## src/rtl/s5sts_pkg.sv

```systemverilog
package s5sts_pkg;

	localparam int unsigned SLP_TYPE_SHIFT_DEF = 10;
	localparam int unsigned HIST_DEPTH         = 6;
	localparam int unsigned FIELD_W            = 13;

	localparam logic [7:0] NAME_OP     = 8'h08;
	localparam logic [7:0] ROOT_PREFIX = 8'h5C;
	localparam logic [7:0] PACKAGE_OP  = 8'h12;
	localparam logic [7:0] BYTE_PREFIX = 8'h0A;
	localparam logic [7:0] CHAR_US     = 8'h5F;
	localparam logic [7:0] CHAR_S      = 8'h53;
	localparam logic [7:0] CHAR_5      = 8'h35;

	localparam logic STATUS_FOUND     = 1'b0;
	localparam logic STATUS_NOT_FOUND = 1'b1;

	typedef enum logic [2:0] {
		PH_SEARCH,
		PH_LEAD,
		PH_MORE,
		PH_COUNT,
		PH_A_PRE,
		PH_A_VAL,
		PH_B_PRE,
		PH_B_VAL
	} phase_t;

	typedef struct packed {
		logic [7:0] data_byte;
		logic       last_byte;
	} scan_in_t;

	typedef struct packed {
		logic               status;
		logic [FIELD_W-1:0] sleep_type_a;
		logic [FIELD_W-1:0] sleep_type_b;
	} scan_res_t;

endpackage

```

## src/rtl/s5sts_in_stage.sv

```systemverilog
module s5sts_in_stage
	import s5sts_pkg::*;
(
	input  logic     clk,
	input  logic     arst_n,
	input  logic     src_valid,
	output logic     src_stall,
	input  scan_in_t src_word,
	input  logic     take,
	output logic     valid_s1,
	output scan_in_t word_s1
);

	logic valid_s1_q;

	// hold the word while the parser cannot consume it
	assign src_stall = valid_s1_q && !take;
	assign valid_s1  = valid_s1_q;

	always_ff @(posedge clk or negedge arst_n) begin
		if (!arst_n) begin
			valid_s1_q <= 1'b0;
		end else if (!src_stall) begin
			valid_s1_q <= src_valid;
		end
	end

	always_ff @(posedge clk) begin
		if (src_valid && !src_stall) begin
			word_s1 <= src_word;
		end
	end

endmodule

```

## src/rtl/s5sts_parser.sv

```systemverilog
module s5sts_parser
	import s5sts_pkg::*;
#(
	parameter int unsigned SLP_TYPE_SHIFT = SLP_TYPE_SHIFT_DEF
) (
	input  logic      clk,
	input  logic      arst_n,
	input  logic      valid_s1,
	input  scan_in_t  word_s1,
	output logic      take,
	output logic      res_valid,
	input  logic      res_stall,
	output scan_res_t res_word
);

	logic [7:0] hist_q [HIST_DEPTH];
	logic [2:0] seen_q, seen_d;
	phase_t     phase_q, phase_d;
	logic [1:0] len_q, len_d;
	logic [2:0] first_q, first_d;
	logic       answered_q, answered_d;
	logic       res_valid_q;

	logic       name_hit;
	logic       found;
	logic       emit;
	logic       push;
	scan_res_t  res_d;
	logic [7:0] b;

	function automatic logic [FIELD_W-1:0] place_type(input logic [2:0] v);
		logic [FIELD_W+2:0] w;
		w = {{FIELD_W{1'b0}}, v} << SLP_TYPE_SHIFT;
		return w[FIELD_W-1:0];
	endfunction

	assign b    = word_s1.data_byte;
	assign take = valid_s1 && (!res_valid_q || !res_stall);

	// NameOp, optional root prefix, then _S5_ at the young end of the history
	assign name_hit = (seen_q >= 3'd5) && hist_q[2] == CHAR_US && hist_q[3] == CHAR_S
		&& hist_q[4] == CHAR_5 && hist_q[5] == CHAR_US
		&& (hist_q[1] == NAME_OP
			|| (seen_q >= 3'd6 && hist_q[0] == NAME_OP && hist_q[1] == ROOT_PREFIX));

	assign found = !answered_q
		&& ((phase_q == PH_B_PRE && b != BYTE_PREFIX) || phase_q == PH_B_VAL);
	assign push  = !answered_q && phase_q == PH_SEARCH
		&& !(b == PACKAGE_OP && name_hit);

	// next state
	always_comb begin
		phase_d    = phase_q;
		len_d      = len_q;
		first_d    = first_q;
		answered_d = answered_q;
		seen_d     = seen_q;
		if (push && seen_q < 3'(HIST_DEPTH)) begin
			seen_d = seen_q + 3'd1;
		end
		if (!answered_q) begin
			case (phase_q)
				PH_SEARCH: begin
					if (b == PACKAGE_OP && name_hit) begin
						phase_d = PH_LEAD;
					end
				end
				PH_LEAD: begin
					len_d   = b[7:6];
					phase_d = (b[7:6] != 2'd0) ? PH_MORE : PH_COUNT;
				end
				PH_MORE: begin
					len_d = len_q - 2'd1;
					if (len_q == 2'd1) begin
						phase_d = PH_COUNT;
					end
				end
				PH_COUNT: phase_d = PH_A_PRE;
				PH_A_PRE: begin
					if (b == BYTE_PREFIX) begin
						phase_d = PH_A_VAL;
					end else begin
						first_d = b[2:0];
						phase_d = PH_B_PRE;
					end
				end
				PH_A_VAL: begin
					first_d = b[2:0];
					phase_d = PH_B_PRE;
				end
				PH_B_PRE: begin
					if (b == BYTE_PREFIX) begin
						phase_d = PH_B_VAL;
					end
				end
				PH_B_VAL: phase_d = PH_B_VAL;
				default:  phase_d = PH_SEARCH;
			endcase
		end
		if (found && !word_s1.last_byte) begin
			answered_d = 1'b1;
		end
		// end of region: back to the reset state
		if (word_s1.last_byte) begin
			phase_d    = PH_SEARCH;
			len_d      = 2'd0;
			first_d    = 3'd0;
			answered_d = 1'b0;
			seen_d     = 3'd0;
		end
	end

	// result
	always_comb begin
		emit  = found || (word_s1.last_byte && !answered_q);
		res_d = '0;
		if (found) begin
			res_d.status       = STATUS_FOUND;
			res_d.sleep_type_a = place_type(first_q);
			res_d.sleep_type_b = place_type(b[2:0]);
		end else begin
			res_d.status = STATUS_NOT_FOUND;
		end
	end

	always_ff @(posedge clk or negedge arst_n) begin
		if (!arst_n) begin
			phase_q    <= PH_SEARCH;
			len_q      <= 2'd0;
			first_q    <= 3'd0;
			answered_q <= 1'b0;
			seen_q     <= 3'd0;
		end else if (take) begin
			phase_q    <= phase_d;
			len_q      <= len_d;
			first_q    <= first_d;
			answered_q <= answered_d;
			seen_q     <= seen_d;
		end
	end

	// history entries beyond seen_q are never looked at
	always_ff @(posedge clk) begin
		if (take && push) begin
			for (int i = 0; i < HIST_DEPTH - 1; i++) begin
				hist_q[i] <= hist_q[i+1];
			end
			hist_q[HIST_DEPTH-1] <= b;
		end
	end

	always_ff @(posedge clk or negedge arst_n) begin
		if (!arst_n) begin
			res_valid_q <= 1'b0;
		end else if (take) begin
			res_valid_q <= emit;
		end else if (!res_stall) begin
			res_valid_q <= 1'b0;
		end
	end

	always_ff @(posedge clk) begin
		if (take && emit) begin
			res_word <= res_d;
		end
	end

	assign res_valid = res_valid_q;

`ifndef SYNTH
	a_answered_phase: assert property (@(posedge clk) disable iff (!arst_n)
		answered_q |-> (phase_q == PH_B_PRE || phase_q == PH_B_VAL))
		else $error("answered outside value phase");

	a_more_len: assert property (@(posedge clk) disable iff (!arst_n)
		phase_q == PH_MORE |-> len_q != 2'd0)
		else $error("length skip with nothing left");

	a_seen_max: assert property (@(posedge clk) disable iff (!arst_n)
		seen_q <= 3'(HIST_DEPTH))
		else $error("history count overflow");

	a_found_phase: assert property (@(posedge clk) disable iff (!arst_n)
		(take && emit && res_d.status == STATUS_FOUND)
			|=> (answered_q || phase_q == PH_SEARCH))
		else $error("found result did not close the region");

	a_region_end: assert property (@(posedge clk) disable iff (!arst_n)
		(take && word_s1.last_byte) |=> (phase_q == PH_SEARCH && seen_q == 3'd0))
		else $error("last byte did not clear the scanner");
`endif

endmodule

```

## src/rtl/s5_sleep_type_scanner_unit.sv

```systemverilog
// channel  direction  handshake                  payload
// src      in         src_valid / src_stall      src_word : scan_in_t  (data_byte, last_byte)
// res      out        res_valid / res_stall      res_word : scan_res_t (status, sleep_type_a/b)
//
// One byte per cycle unless a stalled result holds the parser; a result is valid on the cycle after its byte is taken.
// Throughput is set by the parser: one state update per byte between input and result register.
// arst_n clears the scanner to searching with an empty history; the data registers are not reset.
// A stalled result holds the parser; the input register then raises src_stall while it holds a byte.
// A last byte always ends the region and returns the scanner to its reset state.
module s5_sleep_type_scanner_unit
	import s5sts_pkg::*;
#(
	parameter int unsigned SLP_TYPE_SHIFT = SLP_TYPE_SHIFT_DEF
) (
	input  logic      clk,
	input  logic      arst_n,
	input  logic      src_valid,
	output logic      src_stall,
	input  scan_in_t  src_word,
	output logic      res_valid,
	input  logic      res_stall,
	output scan_res_t res_word
);

	logic     take;
	logic     valid_s1;
	scan_in_t word_s1;

	s5sts_in_stage u_in_stage (
		.clk       (clk),
		.arst_n    (arst_n),
		.src_valid (src_valid),
		.src_stall (src_stall),
		.src_word  (src_word),
		.take      (take),
		.valid_s1  (valid_s1),
		.word_s1   (word_s1)
	);

	s5sts_parser #(
		.SLP_TYPE_SHIFT (SLP_TYPE_SHIFT)
	) u_parser (
		.clk       (clk),
		.arst_n    (arst_n),
		.valid_s1  (valid_s1),
		.word_s1   (word_s1),
		.take      (take),
		.res_valid (res_valid),
		.res_stall (res_stall),
		.res_word  (res_word)
	);

endmodule
```

## config.mk

```make
export PLATFORM = sky130hd
export DESIGN_NAME = s5_sleep_type_scanner_unit
export DESIGN_NICKNAME = d
export VERILOG_FILES = /design/src/rtl/s5sts_pkg.sv /design/src/rtl/s5sts_in_stage.sv /design/src/rtl/s5sts_parser.sv /design/src/rtl/s5_sleep_type_scanner_unit.sv
export SDC_FILE = /design/constraint.sdc
export NUM_CORES = 1
export LEC_CHECK = 0
export BUFFER_PORTS_ARGS = -buffer_cell sky130_fd_sc_hd__buf_4
export CAP_MARGIN = 10
export CELL_PAD_IN_SITES_DETAIL_PLACEMENT = 1
export CELL_PAD_IN_SITES_GLOBAL_PLACEMENT = 1
export CORE_ASPECT_RATIO = 1.1
export CORE_MARGIN = 8
export CORE_UTILIZATION = 42
export CTS_BUF_LIST = sky130_fd_sc_hd__clkbuf_16
export CTS_CLUSTER_SIZE = 40
export DETAILED_ROUTE_END_ITERATION = 6
export PLACE_DENSITY_LB_ADDON = 0.1
export SLEW_MARGIN = 5
export SYNTH_ARGS = -nofsm -noshare
export SYNTH_HDL_FRONTEND = slang
export SYNTH_HIERARCHICAL = 1
export SYNTH_SLANG_ARGS = --single-unit
```

## constraint.sdc

```tcl
create_clock -name clk -period 3 [get_ports clk]
set_clock_uncertainty 0.1 [all_clocks]
set_input_delay 0.3 -clock clk [delete_from_list [all_inputs] [get_ports clk]]
set_output_delay 0.3 -clock clk [all_outputs]
set_load 0.05 [all_outputs]
```

==> qor.txt <==
Status: complete, no violations
Adder-cell share of the synthesized area: 1.167%
Highest Clock Rate: 0.3636 GHz
N_diodes: 0
Synth top area share: 59.77%
Die width: 99.43 um
Top_reg_cell synth: edfxtp_1
Crit path cell chain: or4b_1 -> or4_4 -> nor3_4 -> a21oi_4 -> buf_4
Post CTS Setup Buffer Count: 0
Layout overhead on the synthesized area: 16.11%
Rows: 33
Clock buffers created by TritonCTS: 9
Max-cap violations: 0
CP Max Fanout: 31
Xor/xnor share of the synthesized area: 0.2724%
Critical path class: flip-flop to flip-flop
CTS resizes: 0
Core Region: 0.007432 mm^2
Cells after synthesis: 220
Drt total wl: 5964 um
Yosys top cell by area: edfxtp_1
ANT nets after route: 0
# fillers: 742
Synth Register Bits: 78
Clk sinks: 78
Buf+Inv Stages, Crit Path: 1
Synth cell types: 51
Die ar.: 0.01072 mm^2
Area taken by multi-input logic gates: 808.3 um^2
# setup viols final: 0
CP top delay family: simple AND/OR/NAND/NOR gates
WP data required: 2.97 ns
Pre-antenna DRT Iters: 4
CTS max path bufs: 2
Wirelength per Cell: 17.39 um
Max incr delay on CP: 0.56 ns
Final period util: 91.67%
Post-route setup TNS: 0 ns
First-pass GRT wire length: 9680 um
Initial antenna violation count: 0
Drt first-iter violations: 94
NumNets Final: 267
Slew HR: 32.26%
Crit path capture type: flip-flop
Sequential area share after synthesis: 70.66%
Fin. max-slew vios: 0
CTS tree: built
FF/Latch Area: 0.002272 mm^2
Fin. Hold Viols: 0
Compound-Gate Fraction of Synth Area: 7.315%
Synth top area cells: edfxtp_1, dfrtp_1, buf_4
Mux share of post-synthesis cell area: 0.6615%
CTS Root Cell: clkbuf_16
Most common cell in the netlist: edfxtp_1
Ys Warns: 6
CTS Hold Bufs: 1
Via/cell ratio: 5.169
Largest family of logic cells by synthesized area: simple AND/OR/NAND/NOR gates
Ys async rst share: 17.95%
VDD IR-drop max: 345.0 uV
Synth Area in Simple Gates: 13.15%
Largest net degree at the start of global routing: 32
Vias in the first global route: 1864
Avg Cell Area, Syn: 14.62 um^2
Area of the mapped netlist: 0.003216 mm^2
Slowest-stage cell, CP: or4b_1
Slew @ Worst Pin: 1.008 ns
Hpwl dp: 4385 um
Worst-path clk slew: 0.06 ns
Die Y-Extent: 107.8 um
Initial Utilization: 43.27%
Io pins: 42
Vias post-DR: 1773
H-Tree Depth: 3
Min-Delay Path Class: input port to flip-flop
GRT Overall Usage: 12.07%
Dpl cells: 326
Post-synth EDFFs: 64
Leakage power: 1.458 nW
RSZ-0062 raised after global routing: no
Grt total ovfl: 0
Buffers on Ports: 21
CP arrival: 2.72 ns
DRC errors left: 0
Layout cells sized above 1: 20.31%
Cell Pwr Density: 767.5 mW/mm^2
Leading cell types by count after synthesis: edfxtp_1, buf_4, nor2_1
Post-Layout Cell Count: 343
Clk_lat worst skew: 0.33 ns
Setup crit start kind: flip-flop
Post-layout min period: 2.750 ns
GP Congestion: 0.7673
## layout by cell type, fill, tap and decap left out, drive strengths merged, types with 2 or more instances in the layout
master   Yosys  final
o21ai        6      6
nor2        15     15
conb         1     20
nand4        8      8
o311ai       3      3
clkbuf       6      9
nor4bb       3      3
or4b         2      2
edfxtp      64     64
o211a        2      2
o2111ai      2      2
ha           3      3
clkinv       0      3
nand2b       2      2
nor3         4      4
and2         8      8
buf         20     26
dfrtp       14     14
a21oi        9      9
a211oi       2      2
inv         11     13
nand2       11     11
nor4b        3      3
## state kept, by name (all words and copies together), names as in the netlist
signal,flops
u_parser/answered_q,1
u_parser/hist_q,48
u_parser/phase_q,3
u_parser/res_word,7
u_in_stage/word_s1,9
u_parser/seen_q,3
u_in_stage/valid_s1,1
u_parser/len_q,2
u_parser/res_valid,1
u_parser/first_q,3
## report_power, final
group          total [mW]  switching [mW]  internal, mW
clock network        1.06           0.414         0.646
logic               0.332           0.233        0.0988
registers            1.47          0.0970          1.38
total                2.87           0.744          2.12
## cells by family after synthesis
family,count (synthesis)
flops,78
fa+ha+maj,3
xor+xnor,1
buf+inv,37
compound gates,31
other cells,1
mux,2
simple gates,67
## area by class of cell
class	count	share of cell area (%)
clock inverter	7	1.944
multi-input combinational	124	21.65
tap	87	2.916
sequential	78	60.86
inverter	11	1.106
timing repair buffer	27	5.496
clock buffer	9	6.032
## through the flow
step                total power [mW]  utilization, %  hold slack (ns)  setup WS (ns)  instance area (um^2)
global route                   2.982           50.24          0.02896         0.1230                  3734
finish                         2.866           50.24          0.04442         0.2500                  3734
floorplan                      1.722               -         -0.09559         0.4326                  3294
global placement               1.820           46.09          0.07021         0.3245                  3426
detailed placement             1.832           46.09          0.07277         0.2339                  3426
CTS                            2.907           50.24          0.02933         0.2238                  3734
## metal layers
metal	part of all wire, %	track usage [%]	vias up
met5	0	0	-
met4	1.0	7.143	0
met3	3.7	3.040	6
li1	-	-	848
met2	48	18.72	43
met1	47	14.96	876
## path summary, 6_finish.rpt
kind	from	to	slack (ns)	cells past startpoint
min in group asynchronous	arst_n	u_parser/res_valid$_DFFE_PN0P_	0.27	2
hold reg to reg	u_parser/hist_q[2][5]$_DFFE_PP_	u_parser/hist_q[1][5]$_DFFE_PP_	0.35	0
setup reg to reg	u_in_stage/word_s1[4]$_DFFE_PP_	u_parser/hist_q[3][0]$_DFFE_PP_	0.25	5
hold / removal	src_word[6]	u_in_stage/word_s1[6]$_DFFE_PP_	0.04	1
setup / recovery	u_in_stage/word_s1[4]$_DFFE_PP_	u_parser/hist_q[3][0]$_DFFE_PP_	0.25	5
max in group asynchronous	arst_n	u_parser/phase_q[1]$_DFFE_PN0P_	2.35	2
(Power assumes the default switching activity.)
